**src/rtl/cmc_queue.sv**
```systemverilog
// Short register queue that carries classified pixel events from front to back.
// Depends on nothing.
module cmc_queue #(
  parameter int DataW = 24,
  parameter int Depth = 4,
  localparam int PtrW = $clog2(Depth),
  localparam int CntW = $clog2(Depth + 1)
) (
  input  logic             clk_i,
  input  logic             rst_ni,
  input  logic             push_i,
  input  logic [DataW-1:0] data_i,
  input  logic             pop_i,
  output logic [DataW-1:0] data_o,
  output logic             full_o,
  output logic             empty_o
);

  logic [DataW-1:0] store_q [Depth];
  logic [PtrW-1:0]  wr_ptr_q, rd_ptr_q;
  logic [CntW-1:0]  count_q;
  logic             do_push, do_pop;

  assign full_o  = (count_q == CntW'(Depth));
  assign empty_o = (count_q == '0);
  assign do_push = push_i && !full_o;
  assign do_pop  = pop_i && !empty_o;
  assign data_o  = store_q[rd_ptr_q];

  // Pointers and fill count.
  always_ff @(posedge clk_i or negedge rst_ni) begin
    if (!rst_ni) begin
      wr_ptr_q <= '0;
      rd_ptr_q <= '0;
      count_q  <= '0;
    end else begin
      if (do_push) begin
        wr_ptr_q <= (wr_ptr_q == PtrW'(Depth - 1)) ? '0 : wr_ptr_q + PtrW'(1);
      end
      if (do_pop) begin
        rd_ptr_q <= (rd_ptr_q == PtrW'(Depth - 1)) ? '0 : rd_ptr_q + PtrW'(1);
      end
      if (do_push && !do_pop) begin
        count_q <= count_q + CntW'(1);
      end else if (do_pop && !do_push) begin
        count_q <= count_q - CntW'(1);
      end
    end
  end

  // Entry storage.
  always_ff @(posedge clk_i) begin
    if (do_push) begin
      store_q[wr_ptr_q] <= data_i;
    end
  end

endmodule

```
**config.mk**
```make
export PLATFORM = sky130hd
export DESIGN_NAME = cmc_queue
export DESIGN_NICKNAME = d
export VERILOG_FILES = /design/src/rtl/cmc_queue.sv
export SDC_FILE = /design/constraint.sdc
export NUM_CORES = 1
export LEC_CHECK = 0
export BUFFER_PORTS_ARGS = -buffer_cell sky130_fd_sc_hd__buf_4
export CORE_MARGIN = 1.5
export CORE_UTILIZATION = 56
export CTS_CLUSTER_SIZE = 25
export DETAILED_ROUTE_END_ITERATION = 7
export GPL_TIMING_DRIVEN = 0
export PLACE_DENSITY = 0.78
export SLEW_MARGIN = 20
export SYNTH_ARGS = -nofsm -noshare
export SYNTH_HDL_FRONTEND = slang
export SYNTH_SLANG_ARGS = --single-unit
```
**constraint.sdc**
```tcl
create_clock -name clk_i -period 2.2 [get_ports clk_i]
set_input_delay 0.44 -clock clk_i [delete_from_list [all_inputs] [get_ports clk_i]]
set_output_delay 0.44 -clock clk_i [all_outputs]
set_load 0.02 [all_outputs]
```
==> results of run 1 <==
[cell usage in the layout (no fill, tap or decap), drive strengths merged]
cell          n
nor2b         1
fa            1
xor2          2
ha            6
nor3b         1
mux4         24
a21o          1
edfxtp       96
dlygate4sd3   1
nor2          2
mux2          4
clkinv        2
clkbuf       12
dfrtp         7
nor3          2
inv           3
o31ai         1
bufinv        1
clkinvlp      1
xnor2         1
buf          63
and2          4
[worst max-delay path by stage]
stage / startpoint / slack (ns) / cells past startpoint / to
CTS: rd_ptr_q[0]$_DFFE_PN0P_ / 0.01 / 4 / data_o[21]
detailed placement: count_q[0]$_DFFE_PN0P_ / 0.14 / 7 / count_q[2]$_DFFE_PN0P_
global placement: count_q[2]$_DFFE_PN0P_ / -0.1 / 4 / store_q[2][7]$_DFFE_PP_
global route: rd_ptr_q[0]$_DFFE_PN0P_ / -0.02 / 4 / data_o[21]
floorplan: count_q[0]$_DFFE_PN0P_ / 0.08 / 7 / count_q[1]$_DFFE_PN0P_
finish: rd_ptr_q[0]$_DFFE_PN0P_ / 0.04 / 4 / data_o[21]
[where the power goes]
part	total (uW)	leakage, uW	switching, uW	internal [uW]
registers	2790	0.000962	186	2600
logic	2410	0.000612	1190	1210
clock network	1090	0.0000880	567	522
total	6290	0.00166	1950	4340
[critical path, delay by kind of cell, from the launching register on]
family   cells  cell delay [ns]
buf+inv      3             0.45
flops        1             0.38
mux          1             0.54
[layout make-up]
cell class / count / area, um^2
sequential: 103 / 3058
buffer: 6 / 71.32
tap: 80 / 100.1
inverter: 3 / 11.26
multi-input combinational: 50 / 809.5
fill: 444 / 2072
timing repair buffer: 58 / 452.9
clock inverter: 4 / 46.29
clock buffer: 12 / 135.1
[kinds of logic (layout without fill, tap and decap cells)]
kind of cell | Yosys count | in the layout
flops | 103 | 103
mux | 28 | 28
simple gates | 10 | 10
buf+inv | 10 | 83
fa+ha+maj | 7 | 7
xor+xnor | 3 | 3
compound gates | 2 | 2
[per-layer routing]
| layer | vias up | global-route usage [%] |
|---|---|---|
| met4 | 0 | 6.158 |
| met2 | 46 | 28.69 |
| met3 | 7 | 5.143 |
| met1 | 874 | 22.04 |
| met5 | - | 0 |
| li1 | 807 | - |
[metrics by stage]
step | total power [uW] | util (%) | area (um^2) | hold slack, ns | std cells
final | 6286 | 69.33 | 4684 | 0.2866 | 316
after global routing | 6594 | 69.33 | 4684 | 0.2653 | 316
after CTS | 6293 | 68.81 | 4649 | 0.2685 | 314
after floorplan | 4296 | - | 3910 | 0.1444 | 163
after detailed placement | 5112 | 65.31 | 4413 | 0.2598 | 296
after global placement | 5058 | 65.24 | 4408 | 0.2580 | 296
[state kept, by name, indices dropped and copies added, names as in the netlist]
signal,cells
wr_ptr_q,2
store_q,96
rd_ptr_q,2
count_q,3
[what timing repair did]
action	4_1_cts	5_1_grt
cloned	0	0
setup buffers	2	2
hold endpoints to repair	7	0
resized for setup	9	4
hold buffers	1	0
endpoints found under the setup margin	19	14
==> results.md, run 1 <==
* Die area at 7493 um^2
* Peak Freq at 463.7 MHz
* Routed wire length at 5.932 mm
* Synth area leader: edfxtp_1
* Area added between synthesis and finish at 19.81%
* Initial antenna violation count at 0
* Vias in the first global route at 1832
* Hold Crit Endpoint: store_q[2][18]$_DFFE_PP_
* Syn Area/Cell at approximately 24 um^2
* Clk_lat worst skew at 0.35 ns
* Final Hold Viols at 0
* Pre-CTS setup slack at ~0.14 ns
* Core region area at 6756 um^2
* Post-synth top area share at between 70 and 80%
* Synth Instances at 163
* Status: finished clean
* CTS tree: built
* Final setup vio count at 0
* Data required time at the worst endpoint at 1.76 ns
* Slowest cell on the critical path: mux4_2
* Simple-Gate Fraction of Synth Area at 1.568%
* Mapped Area at 3910 um^2
* Hold Path Stages at 1
* Largest family of logic cells by synthesized area: multiplexers
* Setup tns final at 0 ns
* Met1 wire length at 2.548 mm
* Worst r2r src: count_q[0]$_DFFE_PN0P_
* Via count at 1734
* CTS Buf Count at 9
* Met3 routed WL at 264 um
* Syn nets at 198
* Leak at 0.001662 uW
* Largest net degree at the start of global routing at 25
* DR WL met2 at 3.040 mm
* Path depth of the worst reg2reg path at 7
* Drt wl/cell at 18.77 um
* Most used DFF post-synth: edfxtp_1
* DRC at 0
* Fin. max-slew vios at 0
* Minimum clock period after layout at 2.156 ns
* Number of synthesized flops with an enable pin at 96
* Register bit count reported by yosys at approximately 100
* Warnings, synthesis at 0
* Post-DRT Antenna Nets at 0
* PD cells at 1342 nW/um^2
* Reg2reg setup slack at roughly 0.14 ns
* Ys async rst share at under 10%
* Synth area leaders: edfxtp_1, mux4_2, dfrtp_1, ha_1, mux2_4
* DP HPWL at 3.754 mm
* Die H at 86.56 um
* Worst slew pin tran at roughly 0.66 ns
* Post-synthesis mux area share at 15.17%
* Vias/cell at 5.487
* Top-count cell post-synth: edfxtp_1
* Crit path kind: reg2out
* Largest stage delay, worst path at approximately 0.54 ns
* CTS clk-pin slew, worst paths at about 0.080 ns
* # Max-Cap Violations at 0
* Tcrit/Tclk final at 98.02%
* Clock Tree Buf Depth at 2
* Sequential cell area fraction in the yosys report at 78.21%
* HP Class: in2reg
* Relative slew margins at about 56%
* Remaining Overflow, GRT at 0
* Maximum fanout along the worst path at 10
* Startpoint types: flop
* Adder-Cell Fraction of Synth Area at about 2.4%
* Placer congestion estimate at approximately 0.64
* Synth cell count leaders: edfxtp_1, mux4_2, dfrtp_1
* RSZ-0062 raised after global routing: yes
* Clock skew at 0.004204 ns
* Reg-to-Reg End: count_q[1]$_DFFE_PN0P_
* Initial Utilization at between 50% and 60%
* Synth unique cells at 21
* Setup WS post-layout at between 0.04 and 0.05 ns
* Crit. End Element: output pin
* First-pass GRT wire length at a little over 9 mm
* Total track usage at 17.30%
* Synth Area in Compound Gates at 0.5120%
* Fin nets at 266
* Antenna Cells at 0
* H-tree levels at 3
* Most frequent CP cell: buf_6
* Crit-path cells: buf_6, buf_12, mux4_2, buf_6
* Initial DRC count at around 130
* Worst vdd ir at 0.9016 mV
* Highest metal used: met4
* WP data arrival at ~1.7 ns
* Num rows at 30
* CTS root buffer: clkbuf_8
* Top Ports at 54
* XOR/XNOR share of the synthesized area at 0.6720%
* DR pass1 iterations at 4
* Worst Hold Launch: data_i[18]
* Clock sink count at 103
* IO Port Bufs at 53
* Die Wd at 86.56 um
* Layout cell share with drive strength beyond 1 at 46.19%
No activity file was read; power rests on OpenSTA's default activity.
==> inputs of run 2 (changes only) <==
Settings changed: CAP_MARGIN from default to 15.
Clock period 2.2 ns to 2.07 ns, I/O delays scaled along.
==> results.md, run 2 (same netlist as run 1, synthesis figures left out) <==
* Vias/cell at 5.555 (+1.2%)
* Largest net degree at the start of global routing at 25 (unchanged)
* Worst slew pin tran at 0.6510 ns (-0.006234 ns)
* Initial antenna violation count at 0 (unchanged)
* Most frequent cells in the layout: edfxtp_1, buf_4, mux4_2
* Fin nets at 271 (+1.9%)
* Startpoint types: flop
* Initial DRC count at 139 (+7.8%)
* Clk_lat worst skew at 0.36 ns (about the same)
* # Max-Cap Violations at 0 (unchanged)
* DR pass1 iterations at 4 (unchanged)
* Clock sink count at 103 (unchanged)
* Leak at 0.001718 uW (+3.4%)
* Commonest non-fill, non-tap cell in the layout: edfxtp_1
* Area added between synthesis and finish at 23.23%
* Crit-path leading delay family: multiplexers
* Die H at 86.56 um (unchanged)
* Peak Freq at about 470 MHz
* Maximum fanout along the worst path at 10 (unchanged)
* Hold WS at 0.2489 ns (-0.03770 ns)
* Routed wire length at 6.080 mm (+2.5%)
* Total track usage at 18.09% (+0.79 points)
* Final setup vio count at 22 (+22)
* H-tree levels at 3 (unchanged)
* Die area at 7493 um^2 (unchanged)
* Crit. End Element: output pin
* PD cells at 1448 nW/um^2 (+7.9%)
* Setup tns final at -0.3943 ns (-0.3943 ns)
* Worst Hold Launch: data_i[5]
* Fin. max-slew vios at 0 (unchanged)
* Num rows at 30 (unchanged)
* Placed cell area at 4419 um^2 (+0.14%)
* RSZ-0062 raised after global routing: yes
* WP buf/inv at 3 (unchanged)
* IO Port Bufs at 53 (unchanged)
* Clock skew at 0.009375 ns (+0.005171 ns)
* Design area at 4818 um^2 (+2.9%)
* Largest reg by FF count: store_q
* Final Core Density at 71.31% (+2.0 points)
* DRC at 0 (unchanged)
* Core region area at 6756 um^2 (unchanged)
* Reg power frac at 42.8% (-1.6 points)
* CTS root buffer: clkbuf_8
* Vias in the first global route at 1896 (+3.5%)
* Slowest cell on the critical path: mux4_2
* WP data arrival at 1.70 ns (-0.02 ns)
* Largest register FFs at 96 (unchanged)
* Final Hold Viols at 0 (unchanged)
* Layout cell share with drive strength beyond 1 at 50.21% (+4.0 points)
* First-pass GRT wire length at 9.625 mm (+4.7%)
* Int Pwr at 4828 uW (+11%)
* Worst r2r src: count_q[2]$_DFFE_PN0P_
* DP HPWL at 3.817 mm (+1.7%)
* Via count at 1783 (+2.8%)
* Data required time at the worst endpoint at 1.66 ns (-0.10 ns)
* Placer congestion estimate at 0.6501 (+1.1%)
* Status: finished, violations left
* Setup WS post-layout at -0.04180 ns (-0.08534 ns)
* Initial Utilization at 57.87% (unchanged)
* HP Class: in2reg
* Switching share of power at 30.82% (-0.15 points)
* Tcrit/Tclk final at 102.0%
* Relative slew margins at 56.60% (+0.42 points)
* Tot Pwr at 6979 uW (+11%)
* Clock share of power at 17.1% (-0.2 points)
* Most frequent CP cell: buf_6
* CTS tree: built
* Crit path kind: reg2out
* Antenna Cells at 0 (unchanged)
* Critical Path Start: rd_ptr_q[0]$_DFFE_PN0P_
* Drt wl/cell at 18.94 um (+0.90%)
* Clock Tree Buf Depth at 2 (unchanged)
* Top Ports at 54 (unchanged)
* Failing checks: setup timing
* Psw at 2151 uW (+10%)
* Crit-path cells: buf_6, buf_12, mux4_2, buf_6
* Remaining Overflow, GRT at 0 (unchanged)
* Die Wd at 86.56 um (unchanged)
* CTS Buf Count at 9 (unchanged)
* Largest stage delay, worst path at 0.53 ns (about the same)
* Comb pwr share at 40.1% (+1.8 points)
* Worst vdd ir at 0.8027 mV (-11%)
* Minimum clock period after layout at 2.112 ns
* Largest registers: store_q: 96 flops, count_q: 3 flops
* CTS clk-pin slew, worst paths at 0.09 ns (about the same)
* Post-DRT Antenna Nets at 0 (unchanged)
-- run 2: cell count changes in the layout (fill, tap and decap cells not counted), sizes merged --
cell      change
buf           +4
clkinvlp      -1
clkinv        +1
inv           +1
-- run 2: worst register-to-register path: stages (launching register included) --
cell     delay (ns)
dfrtp_2        0.45
buf_12         0.13
o31ai_4        0.25
ha_2           0.23
inv_1          0.05
fa_1           0.37
xor2_1         0.15
nor2_1         0.14
xor2_1         0.15
-- run 2: timing repair --
action                                  in CTS  in global routing
buffers inserted                             3                  6
hold buffers                                 1                  0
pin swaps                                    0                  2
hold endpoints to repair                     7                  0
gates resized for setup                     29                  7
endpoints found under the setup margin      22                 26
-- run 2: path summary, 6_finish.rpt --
check | endpoint | slack, ns | depth (start not counted)
worst max-delay path | data_o[21] | -0.04 | 4
worst min-delay path | store_q[2][5]$_DFFE_PP_ | 0.25 | 1
worst max register to register | count_q[2]$_DFFE_PN0P_ | 0.08 | 8
worst min register to register | wr_ptr_q[1]$_DFFE_PN0P_ | 0.59 | 1
max in group asynchronous | count_q[0]$_DFFE_PN0P_ | 1.53 | 2
min in group asynchronous | count_q[2]$_DFFE_PN0P_ | 0.40 | 2
-- run 2: layout make-up --
| class | instances | area [um^2] |
|---|---|---|
| multi-input cells | 50 | 818.3 |
| repair buffers | 63 | 563.0 |
| fillers | 413 | 1938 |
| well taps | 80 | 100.1 |
| inverters | 3 | 11.26 |
| flip-flops and latches | 103 | 3063 |
| clock inverters | 5 | 57.56 |
| clock buffers | 11 | 131.4 |
| plain buffers | 6 | 73.82 |
-- run 2: power groups by stage --
| stage | sequential (uW) | clock [uW] | combinational [uW] |
|---|---|---|---|
| 3_3_place_gp | 2970 | 0 | 2430 |
| 3_5_place_dp | 3000 | 0 | 2450 |
| 6_report | 2990 | 1200 | 2800 |
| 4_1_cts | 2990 | 1230 | 2730 |
| 2_1_floorplan | 2930 | 0 | 1650 |
| 5_1_grt | 3030 | 1300 | 2990 |
-- run 2: through the flow --
stage | std cells | setup slack [ns]
global route | 321 | -0.1092
global placement | 296 | -0.2490
detailed placement | 296 | -0.03100
floorplan | 163 | 0.006654
CTS | 315 | -0.04891
finish | 321 | -0.04180
-- run 2: metal layers --
metal	share of wire (%)	vias up	track usage (%)	wire, um
met5	0	-	0	0
met4	2.9	0	9.971	174
met3	4.8	12	3.714	290
met2	51	54	28.91	3083
met1	42	900	23.63	2532
li1	-	817	-	-
