--- config.mk ---
export PLATFORM = sky130hd
export DESIGN_NAME = cmc_back
export DESIGN_NICKNAME = d
export VERILOG_FILES = /design/src/rtl/cmc_pkg.sv /design/src/rtl/cmc_div.sv /design/src/rtl/cmc_back.sv
export SDC_FILE = /design/constraint.sdc
export NUM_CORES = 1
export LEC_CHECK = 0
export BUFFER_PORTS_ARGS = -buffer_cell sky130_fd_sc_hd__buf_2
export CAP_MARGIN = 20
export CORE_MARGIN = 5
export CORE_UTILIZATION = 40
export DETAILED_ROUTE_END_ITERATION = 7
export GPL_TIMING_DRIVEN = 0
export PLACE_DENSITY_LB_ADDON = 0.2
export SLEW_MARGIN = 20
export SYNTH_ARGS = -nofsm -noshare
export SYNTH_HDL_FRONTEND = slang
export SYNTH_SLANG_ARGS = --single-unit
--- constraint.sdc ---
create_clock -name clk_i -period 5.45 [get_ports clk_i]
set_clock_uncertainty 0.15 [all_clocks]
set_input_delay 0.545 -clock clk_i [delete_from_list [all_inputs] [get_ports clk_i]]
set_output_delay 0.545 -clock clk_i [all_outputs]
set_load 0.05 [all_outputs]
--- src/rtl/cmc_pkg.sv ---
// Package of the colour marker centroid block: constants, register codes,
// pixel and event types shared by its modules.
// Depends on nothing.
package cmc_pkg;

  // Default frame size limits, used as parameter defaults on the top level.
  localparam int MAX_WIDTH  = 1024;
  localparam int MAX_HEIGHT = 1024;

  // Configuration port.
  localparam int CFG_IDX_W  = 2;
  localparam int CFG_DATA_W = 11;

  typedef enum logic [CFG_IDX_W-1:0] {
    CFG_FRAME_WIDTH  = 2'd0,
    CFG_FRAME_HEIGHT = 2'd1,
    CFG_THRESHOLD    = 2'd2,
    CFG_BORDER       = 2'd3
  } cfg_idx_e;

  // Reset values and limits of the configuration registers.
  localparam int FRAME_WIDTH_RST  = 640;
  localparam int FRAME_HEIGHT_RST = 360;
  localparam int THRESHOLD_RST    = 25;
  localparam int BORDER_RST       = 50;
  localparam int MIN_SIZE         = 16;
  localparam int MIN_BORDER       = 10;

  // Pixel and window geometry.
  localparam int CHAN_W     = 8;
  localparam int STORE_ROWS = 15;  // rows held in the row store
  localparam int SLOT_W     = 4;   // index of a row store slot
  localparam int TAP_OFFSET = 5;   // tested position lags the newest pixel by this much
  localparam int PIX_LAG    = 10;  // left tap: ten pixels back in the current row
  localparam int UP_TAPS    = 4;   // delay after the registered row store read

  // Result fields.
  localparam int CENTER_W = 11;
  localparam int HIT_W    = 21;
  localparam int HIT_MAX  = 2097151;

  // Depth of the event queue between front and back.
  localparam int QUEUE_DEPTH = 4;

  typedef struct packed {
    logic [CHAN_W-1:0] red;
    logic [CHAN_W-1:0] green;
    logic [CHAN_W-1:0] blue;
  } pixel_t;

  // What the front has learnt about one pixel item.
  typedef struct packed {
    logic clear;  // frame restarts before this item
    logic hit;    // tested position is a marker hit
    logic last;   // item closes the frame
  } ev_flags_t;

  typedef enum logic {
    ST_ACC,
    ST_DIV
  } back_state_e;

endpackage

--- src/rtl/cmc_div.sv ---
// Bit-serial restoring divider used for the end-of-frame means.
// Depends on nothing; the caller guarantees the quotient fits QuotW bits.
module cmc_div #(
  parameter int DivisorW = 21,
  parameter int QuotW    = 10,
  localparam int StepW   = $clog2(QuotW + 1)
) (
  input  logic                      clk_i,
  input  logic                      rst_ni,
  input  logic                      start_i,
  input  logic [DivisorW+QuotW-1:0] dividend_i,
  input  logic [DivisorW-1:0]       divisor_i,
  output logic                      done_o,
  output logic [QuotW-1:0]          quot_o
);

  logic [DivisorW-1:0] rem_q, rem_d;
  logic [DivisorW-1:0] div_q;
  logic [QuotW-1:0]    quo_q, quo_d;
  logic [StepW-1:0]    step_q;
  logic                busy_q;
  logic                done_q;
  logic [DivisorW:0]   trial;
  logic [DivisorW:0]   diff;
  logic                ge;

  // One quotient bit per cycle: shift in the next dividend bit, subtract if it fits.
  always_comb begin
    trial = {rem_q, quo_q[QuotW-1]};
    diff  = trial - {1'b0, div_q};
    ge    = (trial >= {1'b0, div_q});
    rem_d = ge ? diff[DivisorW-1:0] : trial[DivisorW-1:0];
    quo_d = {quo_q[QuotW-2:0], ge};
  end

  // Control: step counter and a done pulse after the last step.
  always_ff @(posedge clk_i or negedge rst_ni) begin
    if (!rst_ni) begin
      busy_q <= 1'b0;
      done_q <= 1'b0;
      step_q <= '0;
    end else begin
      done_q <= 1'b0;
      if (start_i) begin
        busy_q <= 1'b1;
        step_q <= StepW'(QuotW);
      end else if (busy_q) begin
        step_q <= step_q - StepW'(1);
        if (step_q == StepW'(1)) begin
          busy_q <= 1'b0;
          done_q <= 1'b1;
        end
      end
    end
  end

  // Datapath. The upper dividend part is already below the divisor, so only
  // the low QuotW bits need a step each.
  always_ff @(posedge clk_i) begin
    if (start_i) begin
      rem_q <= dividend_i[DivisorW+QuotW-1:QuotW];
      quo_q <= dividend_i[QuotW-1:0];
      div_q <= divisor_i;
    end else if (busy_q) begin
      rem_q <= rem_d;
      quo_q <= quo_d;
    end
  end

  assign done_o = done_q;
  assign quot_o = quo_q;

endmodule

--- src/rtl/cmc_back.sv ---
// Back of the colour marker centroid: hit accumulators, end-of-frame means
// through two serial dividers, and the result register. Depends on cmc_pkg, cmc_div.
module cmc_back import cmc_pkg::*; #(
  parameter int MaxWidth  = MAX_WIDTH,
  parameter int MaxHeight = MAX_HEIGHT,
  localparam int ColW     = $clog2(MaxWidth),
  localparam int RowW     = $clog2(MaxHeight)
) (
  input  logic                       clk_i,
  input  logic                       rst_ni,
  input  logic                       ev_valid_i,
  input  ev_flags_t                  ev_flags_i,
  input  logic [ColW-1:0]            ev_col_i,
  input  logic [RowW-1:0]            ev_row_i,
  output logic                       ev_pop_o,
  input  logic                       res_pop_i,
  output logic                       res_empty_o,
  output logic signed [CENTER_W-1:0] center_col_o,
  output logic signed [CENTER_W-1:0] center_row_o,
  output logic [HIT_W-1:0]           hit_count_o,
  output logic                       found_o
);

  localparam int CntW    = $clog2(MaxWidth * MaxHeight + 1);
  localparam int QuotW   = (ColW > RowW) ? ColW : RowW;
  localparam int DivW    = CntW + QuotW;
  localparam int ColSumW = CntW + ColW;
  localparam int RowSumW = CntW + RowW;
  localparam int SatW    = (CntW > HIT_W) ? CntW : HIT_W;
  localparam int ExtW    = (QuotW > CENTER_W) ? QuotW : CENTER_W;

  back_state_e        state_q, state_d;
  logic [ColSumW-1:0] col_sum_q, col_sum_new;
  logic [RowSumW-1:0] row_sum_q, row_sum_new;
  logic [CntW-1:0]    cnt_q, cnt_new, cnt_lat_q;
  logic               take_end, end_now, div_start, load_none, load_div;
  logic               col_done, row_done;
  logic [QuotW-1:0]   col_quot, row_quot;
  logic [SatW-1:0]    cnt_ext;
  logic [HIT_W-1:0]   cnt_sat;
  logic [ExtW-1:0]    col_ext, row_ext;

  logic signed [CENTER_W-1:0] res_col_q, res_row_q;
  logic [HIT_W-1:0]           res_cnt_q;
  logic                       res_found_q;
  logic                       res_valid_q;

  // Sums after this event; a restart clears them first.
  always_comb begin
    col_sum_new = (ev_flags_i.clear ? '0 : col_sum_q)
                + (ev_flags_i.hit ? ColSumW'(ev_col_i) : '0);
    row_sum_new = (ev_flags_i.clear ? '0 : row_sum_q)
                + (ev_flags_i.hit ? RowSumW'(ev_row_i) : '0);
    cnt_new     = (ev_flags_i.clear ? '0 : cnt_q) + CntW'(ev_flags_i.hit);
  end

  // Next state: dividing runs from a frame end with hits to the done pulse.
  always_comb begin
    state_d = state_q;
    case (state_q)
      ST_ACC: begin
        if (div_start) begin
          state_d = ST_DIV;
        end
      end
      ST_DIV: begin
        if (col_done) begin
          state_d = ST_ACC;
        end
      end
      default: state_d = ST_ACC;
    endcase
  end

  // Controls. A frame end waits for free dividers and an empty result slot.
  always_comb begin
    take_end  = (state_q == ST_ACC) && !res_valid_q;
    ev_pop_o  = ev_valid_i && (!ev_flags_i.last || take_end);
    end_now   = ev_pop_o && ev_flags_i.last;
    div_start = end_now && (cnt_new != '0);
    load_none = end_now && (cnt_new == '0);
    load_div  = (state_q == ST_DIV) && col_done;
  end

  // State, accumulators and the result slot's valid flag.
  always_ff @(posedge clk_i or negedge rst_ni) begin
    if (!rst_ni) begin
      state_q     <= ST_ACC;
      col_sum_q   <= '0;
      row_sum_q   <= '0;
      cnt_q       <= '0;
      res_valid_q <= 1'b0;
    end else begin
      state_q <= state_d;
      if (ev_pop_o) begin
        if (ev_flags_i.last) begin
          col_sum_q <= '0;
          row_sum_q <= '0;
          cnt_q     <= '0;
        end else begin
          col_sum_q <= col_sum_new;
          row_sum_q <= row_sum_new;
          cnt_q     <= cnt_new;
        end
      end
      if (load_none || load_div) begin
        res_valid_q <= 1'b1;
      end else if (res_pop_i && res_valid_q) begin
        res_valid_q <= 1'b0;
      end
    end
  end

  // Means of the closed frame.
  cmc_div #(
    .DivisorW (CntW),
    .QuotW    (QuotW)
  ) u_col_div (
    .clk_i      (clk_i),
    .rst_ni     (rst_ni),
    .start_i    (div_start),
    .dividend_i (DivW'(col_sum_new)),
    .divisor_i  (cnt_new),
    .done_o     (col_done),
    .quot_o     (col_quot)
  );

  cmc_div #(
    .DivisorW (CntW),
    .QuotW    (QuotW)
  ) u_row_div (
    .clk_i      (clk_i),
    .rst_ni     (rst_ni),
    .start_i    (div_start),
    .dividend_i (DivW'(row_sum_new)),
    .divisor_i  (cnt_new),
    .done_o     (row_done),
    .quot_o     (row_quot)
  );

  // Count saturates; means keep their low bits.
  always_comb begin
    cnt_ext = SatW'(cnt_lat_q);
    cnt_sat = (cnt_ext > SatW'(HIT_MAX)) ? HIT_W'(HIT_MAX) : cnt_ext[HIT_W-1:0];
    col_ext = ExtW'(col_quot);
    row_ext = ExtW'(row_quot);
  end

  // Result payload; both dividers finish on the same cycle.
  always_ff @(posedge clk_i) begin
    if (div_start) begin
      cnt_lat_q <= cnt_new;
    end
    if (load_none) begin
      res_col_q   <= '1;
      res_row_q   <= '1;
      res_cnt_q   <= '0;
      res_found_q <= 1'b0;
    end else if (load_div && row_done) begin
      res_col_q   <= col_ext[CENTER_W-1:0];
      res_row_q   <= row_ext[CENTER_W-1:0];
      res_cnt_q   <= cnt_sat;
      res_found_q <= 1'b1;
    end
  end

  assign res_empty_o  = !res_valid_q;
  assign center_col_o = res_col_q;
  assign center_row_o = res_row_q;
  assign hit_count_o  = res_cnt_q;
  assign found_o      = res_found_q;

endmodule

==> impl_metrics.env, run 1 <==
export IMPL_drive_above_1_share_pct=9.982
export IMPL_syn_area_per_cell_um2=9.005
export IMPL_grt_pass1_vias=11900
export IMPL_startpoint_type="input pin"
export IMPL_cp_top_family="buffers and inverters"
export IMPL_dp_hpwl_mm=33.44
export IMPL_clkPwrFrac_pct=22.8
export IMPL_path_clk_slew_ps=60
export IMPL_layout_commonest_cell="nand2_1"
export IMPL_fmax_mhz=189.1
export IMPL_synth_area_um2=14310
export IMPL_critPathBufInv=9
export IMPL_worstPathArrival_ps=5410
export IMPL_relSlewSlack_pct=36.51
export IMPL_hold_path_class="input pin to flop"
export IMPL_gp_congestion=0.8884
export IMPL_rsz0062_at_grt="no"
export IMPL_tns_ps=0
export IMPL_h_tree_depth=1
export IMPL_initial_core_util_pct=40.33
export IMPL_synth_top_cells_by_area="edfxtp_1 (17%), dfrtp_1 (17%), nand2_1 (6.1%)"
export IMPL_switchingPower_uw=2994
export IMPL_status="finished clean"
export IMPL_grt_max_degree=52
export IMPL_wl_per_cell_um=20.43
export IMPL_crit_required_ps=5570
export IMPL_cts_num_sinks=223
export IMPL_ys_types=72
export IMPL_fin_nets=1792
export IMPL_antenna_found_initial=0
export IMPL_cts_root_buf="clkbuf_16"
export IMPL_hold_ws_ps=58.20
export IMPL_synth_edf_count=83
export IMPL_synthCells=1589
export IMPL_power_internal_uw=4787
export IMPL_p_leak_uw=0.006924
export IMPL_dp_cells=2125
export IMPL_grt_usage_pct=22.26
export IMPL_synth_top_cell_by_area="edfxtp_1"
export IMPL_pwr_share_seq_pct=33.1
export IMPL_yosysWarnings=0
export IMPL_area_growth_pct=13.79
export IMPL_mostFrequentLayoutCells="nand2_1 (234), o21ai_0 (112), nor2_1 (99)"
export IMPL_final_cell_area_um2=16280
export IMPL_yosys_most_used_dff="dfrtp_1"
export IMPL_period_share_pct=97.04
export IMPL_comb_power_share_pct=44.1
export IMPL_grt_pass1_wl_mm=68.99
export IMPL_setup_viol=0
export IMPL_max_stage_delay_ps=740
export IMPL_crit_path_cell_trace="buf_2 -> clkbuf_8 -> clkbuf_2 -> clkbuf_4 -> clkbuf_4 -> clkbuf_4 -> nor2b_1 -> ha_2 -> nand4_1 -> or4_1 -> buf_2 -> xnor2_1 -> o21bai_1 -> or4b_2 -> o311ai_4 -> inv_2 -> buf_2 -> mux2_1"
export IMPL_ir_worst_vdd_uv=277.4
export IMPL_utilization_pct=45.89
export IMPL_ys_seq_area_share_pct=40.40
export IMPL_initialDrtViolationCount=940
export IMPL_placed_area_um2=15320
export IMPL_path_class="input pin to flop"
export IMPL_dieArea_um2=39650
export IMPL_rows=69
export IMPL_hold_viol=0
export IMPL_clk_insertion_delay_late_ps=540
export IMPL_wl_mm=44.41
export IMPL_swShare_pct=38.48
export IMPL_cts_buffers_inserted=26
export IMPL_cts_tree="built"
export IMPL_final_antenna_net_count=0
export IMPL_end_kind="flop"
export IMPL_path_max_fanout=11
export IMPL_io_pins=73
export IMPL_clockBufferDepth=3
export IMPL_syn_num_nets=1688
export IMPL_worst_pin_slew_ps=952.4
export IMPL_viasPerCell=5.620
export IMPL_die_w_um=199.1
export IMPL_num_fill_cells=3492
export IMPL_cpMaxStageDelayCell="or4b_2"
export IMPL_slew_viol_final=0
export IMPL_core_area_um2=35480
export IMPL_layoutNonFillerInstCount=2174
export IMPL_via_count=12220
export IMPL_numPortBuffers=72
export IMPL_remaining_drc_errors=0
export IMPL_p_per_area_nw_per_um2=477.9
export IMPL_overflow=0
export IMPL_synth_top_area_share_pct=17.42
export IMPL_async_flop_share_pct=43.50
export IMPL_ys_seq_elements=223
export IMPL_timing_max_cap_violations=0
export IMPL_first_pass_iters=5
export IMPL_num_antenna_cells=0
export IMPL_fp_dieH_um=199.1
export IMPL_fin_crit_ps=5289
[state kept, by name, indices dropped and copies added, names as in the netlist, 4 cells and up]
| register | count |
|---|---|
| u_col_div.quot_o | 10 |
| u_row_div.quot_o | 10 |
| u_row_div.step_q | 4 |
| u_row_div.rem_q | 21 |
| u_col_div.div_q | 21 |
| col_sum_q | 31 |
| u_col_div.rem_q | 21 |
| u_col_div.step_q | 4 |
| row_sum_q | 31 |
| center_col_o | 11 |
| hit_count_o | 21 |
| cnt_q | 21 |
| center_row_o | 10 |
[cell usage after synthesis (14+ instances only)]
library cell and number:
o21ai_0 112, or3_1 16, nor3_1 20, a21o_1 19
dfrtp_1 97, inv_1 65, xor2_1 36, nand2b_1 33
o21a_1 24, a21oi_1 95, ha_1 68, and2_1 25
buf_2 14, clkbuf_1 49, xnor2_1 60, nand4_1 15
mux2i_1 59, nor2_1 99, nand3_1 41, dfxtp_1 43
a22o_1 31, nor2b_1 42, edfxtp_1 83, nand2_1 234
and3_1 18, o31ai_1 16
[power by group through the flow]
| stage | logic (uW) | registers [uW] | clock network [uW] |
|---|---|---|---|
| after global routing | 3800 | 2620 | 1880 |
| after floorplan | 2370 | 2750 | 0 |
| after global placement | 3300 | 2600 | 0 |
| after detailed placement | 3390 | 2600 | 0 |
| after CTS | 3430 | 2570 | 1810 |
| final | 3430 | 2570 | 1780 |
[worst paths after layout]
kind                                      from                  end  slack [ps]  cells past startpoint
setup reg to reg           u_col_div.quot_o[9]  u_col_div.rem_q[16]         450                     14
min in group asynchronous               rst_ni  u_row_div.step_q[0]         360                      2
setup / recovery                 ev_flags_i[2]   u_col_div.rem_q[8]         160                     18
hold / removal                       res_pop_i          res_valid_q          60                      2
max in group asynchronous               rst_ni         col_sum_q[4]        4100                      3
hold reg to reg                 hit_count_o[3]       hit_count_o[3]         300                      2
[layout make-up]
type / count / area (um^2) / area share (%)
Timing Repair Buffer: 77 / 451.7 / 2.774
Multi-Input combinational cell: 1228 / 7994 / 49.10
Sequential cell: 223 / 5781 / 35.50
Clock buffer: 39 / 772.0 / 4.741
Tap cell: 461 / 576.8 / 3.543
Buffer: 71 / 367.9 / 2.259
Inverter: 66 / 247.7 / 1.522
Clock inverter: 9 / 91.34 / 0.5610
[logic make-up after synthesis]
group                      count (synthesis)  share of synthesized area, %
DFF                                      223                         40.40
buffers and inverters                    138                         3.926
muxes                                     83                         6.016
xor gates and xnor gates                  96                         5.876
adders and majority gates                 72                         6.506
AOI/OAI and AO/OA                        383                         17.15
and+or+nand+nor                          594                         20.13
[layer usage]
metal	global-route usage, %	vias up	part of all wire, %
met5	0	-	0
met4	5.978	0	2.7
met3	3.035	57	6.1
met2	36.50	391	46
met1	31.14	5883	45
li1	-	5886	-
[what timing repair did]
action / CTS / global route
hold buffers: 1 / 0
hold endpoints to repair: 46 / 0
resized for setup: 26 / 3
endpoints found under the setup margin: 250 / 148
pin swaps: 2 / 1
setup buffers: 1 / 0
[stage by stage]
stage | worst slack (ps) | total power [uW]
floorplan | -287.1 | 5121
finish | 161.3 | 7781
CTS | 6.104 | 7807
global placement | -3523 | 5902
global route | 11.00 | 8296
detailed placement | -2561 | 5988
(Power assumes the default switching activity.)
==> inputs of run 2 (changes only) <==
--- a/config.mk
+++ b/config.mk
@@ -5,6 +5,7 @@
 export SDC_FILE = /design/constraint.sdc
 export NUM_CORES = 1
 export LEC_CHECK = 0
+export ABC_AREA = 1
 export BUFFER_PORTS_ARGS = -buffer_cell sky130_fd_sc_hd__buf_2
 export CAP_MARGIN = 20
 export CORE_MARGIN = 5
==> impl_metrics.env, run 2 <==
export IMPL_synth_common_cells="nand2_1 (705), inv_1 (247), nor2_1 (197), nand3_1 (186), o21ai_0 (143)"
export IMPL_grt_pass1_vias=13620
export IMPL_worstPathArrival_ps=4560
export IMPL_grt_max_degree=74
export IMPL_grt_busiest_layer="met2"
export IMPL_layout_commonest_cell="nand2_1"
export IMPL_startpoint_type="input pin"
export IMPL_die_w_um=203.8
export IMPL_overflow=0
export IMPL_syn_num_nets=2241
export IMPL_first_pass_iters=6
export IMPL_synth_top_cells_by_area="nand2_1 (18%), edfxtp_1 (17%), dfrtp_1 (16%)"
export IMPL_worst_pin_slew_ps=790.7
export IMPL_dp_hpwl_mm=38.62
export IMPL_crit_required_ps=5410
export IMPL_hold_path_class="input pin to flop"
export IMPL_comb_power_share_pct=44.0
export IMPL_critPathBufInv=6
export IMPL_cpMaxStageDelayCell="buf_1"
export IMPL_p_leak_uw=0.008237
export IMPL_synth_top_area_share_pct=17.61
export IMPL_yosysWarnings=0
export IMPL_core_area_um2=37400
export IMPL_crit_path_cell_trace="buf_2 -> clkbuf_1 -> buf_1 -> buf_1 -> nor2_1 -> ha_1 -> nand3_2 -> inv_1 -> nand2_1 -> nor2_2 -> nand3_1 -> xor2_1 -> nand2_1 -> nor2_4 -> nand2_4 -> nand2_4 -> buf_4 -> nand2_2"
export IMPL_synth_top_cell_by_area="nand2_1"
export IMPL_antenna_found_initial=0
export IMPL_status="finished clean"
export IMPL_fin_nets=2344
export IMPL_wl_per_cell_um=17.22
export IMPL_p_total_uw=8114
export IMPL_hold_viol=0
export IMPL_h_tree_depth=1
export IMPL_rsz0062_at_grt="no"
export IMPL_relSlewSlack_pct=47.10
export IMPL_ys_seq_elements=223
export IMPL_met2_usage_pct=36.62
export IMPL_rows=71
export IMPL_numPortBuffers=72
export IMPL_ys_types=44
export IMPL_initial_core_util_pct=40.18
export IMPL_async_flop_share_pct=43.50
export IMPL_p_per_area_nw_per_um2=476.8
export IMPL_grt_pass1_wl_mm=75.81
export IMPL_io_pins=73
export IMPL_power_internal_uw=4666
export IMPL_synth_edf_count=83
export IMPL_mostFrequentLayoutCells="nand2_1 (703), inv_1 (247), nor2_1 (197)"
export IMPL_gp_congestion=0.9924
export IMPL_num_antenna_cells=0
export IMPL_grt_usage_pct=22.85
export IMPL_timing_max_cap_violations=0
export IMPL_via_count=14070
export IMPL_fin_crit_ps=4599
export IMPL_max_stage_delay_ps=530
export IMPL_pwr_share_seq_pct=32.2
export IMPL_utilization_pct=45.50
export IMPL_slew_viol_final=0
export IMPL_viasPerCell=5.067
export IMPL_initialDrtViolationCount=1237
export IMPL_tns_ps=0
export IMPL_ys_seq_area_share_pct=38.47
export IMPL_cts_buffers_inserted=27
export IMPL_path_max_fanout=31
export IMPL_period_share_pct=84.39
export IMPL_met3_usage_pct=2.872
export IMPL_fp_dieH_um=203.8
export IMPL_cts_root_buf="clkbuf_16"
export IMPL_wl_mm=47.82
export IMPL_grt_use_met1_pct=33.21
export IMPL_end_kind="flop"
export IMPL_yosys_cell_count_top_type="nand2_1"
export IMPL_clkPwrFrac_pct=23.8
export IMPL_cts_resized_gates=0
export IMPL_syn_area_per_cell_um2=7.015
export IMPL_path_class="input pin to flop"
export IMPL_yosys_most_used_dff="dfrtp_1"
export IMPL_post_place_ws_ps=273.0
export IMPL_remaining_drc_errors=0
export IMPL_setup_slack_ps=850.9
export IMPL_path_clk_slew_ps=60
export IMPL_cp_top_family="buffers and inverters"
export IMPL_drive_above_1_share_pct=7.370
export IMPL_final_antenna_net_count=0
export IMPL_swShare_pct=42.49
export IMPL_setup_viol=0
export IMPL_switchingPower_uw=3447
export IMPL_synthCells=2142
export IMPL_clockBufferDepth=3
export IMPL_top_regs="col_sum_q: 31 flops, row_sum_q: 31 flops"
export IMPL_cts_tree="built"
export IMPL_cts_num_sinks=223
export IMPL_dieArea_um2=41540
export IMPL_clk_insertion_delay_late_ps=570
export IMPL_ir_worst_vdd_uv=242.3
export IMPL_area_growth_pct=13.24
export IMPL_synth_area_um2=15030
export IMPL_fmax_mhz=217.4
[run 2: routing by layer]
| metal | vias to the layer above | part of all wire [%] |
|---|---|---|
| met4 | 0 | 2.0 |
| met1 | 6494 | 48 |
| li1 | 7121 | - |
| met2 | 392 | 44 |
| met5 | - | 0 |
| met3 | 63 | 6.0 |
[run 2: repair_timing]
| item | in CTS | in global routing |
|---|---|---|
| hold endpoints to repair | 24 | 0 |
| hold buffers | 1 | 0 |
| setup buffers | 0 | 0 |
[run 2: logic make-up (layout without fill, tap and decap cells)]
family | after synthesis | in the layout | synth area share (%)
AND/OR/NAND/NOR | 1186 | 1186 | 32.82
buffers and inverters | 323 | 447 | 8.601
AO/OA/AOI/OAI | 251 | 251 | 8.834
flip-flops | 223 | 223 | 38.47
XOR/XNOR | 86 | 86 | 5.012
adder cells (fa/ha/maj) | 72 | 72 | 6.195
multiplexers | 1 | 1 | 0.06661
[run 2: metrics by stage]
stage | area, um^2 | hold WS, ps | std cells
2_1_floorplan | 15030 | 99.41 | 2142
3_3_place_gp | 16030 | 302.5 | 2725
3_5_place_dp | 16070 | 282.6 | 2726
4_1_cts | 17020 | 169.1 | 2777
5_1_grt | 17020 | 200.1 | 2777
6_report | 17020 | 186.0 | 2777
[run 2: power groups by stage]
stage               clock network (uW)  registers [uW]  logic (uW)
CTS                               1970            2610        3540
global route                      2040            2660        4010
detailed placement                   0            2640        3510
finish                            1930            2620        3570
global placement                     0            2630        3500
floorplan                            0            2810        2380
[run 2: area by class of cell]
class	instances	area (um^2)
Timing Repair Buffer	74	404.1
Buffer	69	339.1
Tap cell	511	639.4
Multi-Input combinational cell	1596	7959
Clock inverter	20	244.0
Fill cell	3881	20380
Clock buffer	30	696.9
Inverter	254	953.4
Sequential cell	223	5781
[run 2: worst min-delay path, stage by stage]
cell and delay (ps):
buf_2 80, nor2_1 40, a21oi_1 120, nand2_1 60
[run 2: worst paths after layout]
check | from | end | slack, ps | depth (start not counted)
setup / recovery | ev_flags_i[2] | u_row_div.rem_q[14] | 850 | 18
hold / removal | res_pop_i | res_valid_q | 190 | 4
setup reg to reg | u_col_div.div_q[0] | u_row_div.rem_q[10] | 1570 | 15
hold reg to reg | center_row_o[6] | center_row_o[6] | 320 | 2
max in group asynchronous | rst_ni | row_sum_q[18] | 4220 | 3
min in group asynchronous | rst_ni | cnt_q[11] | 280 | 2
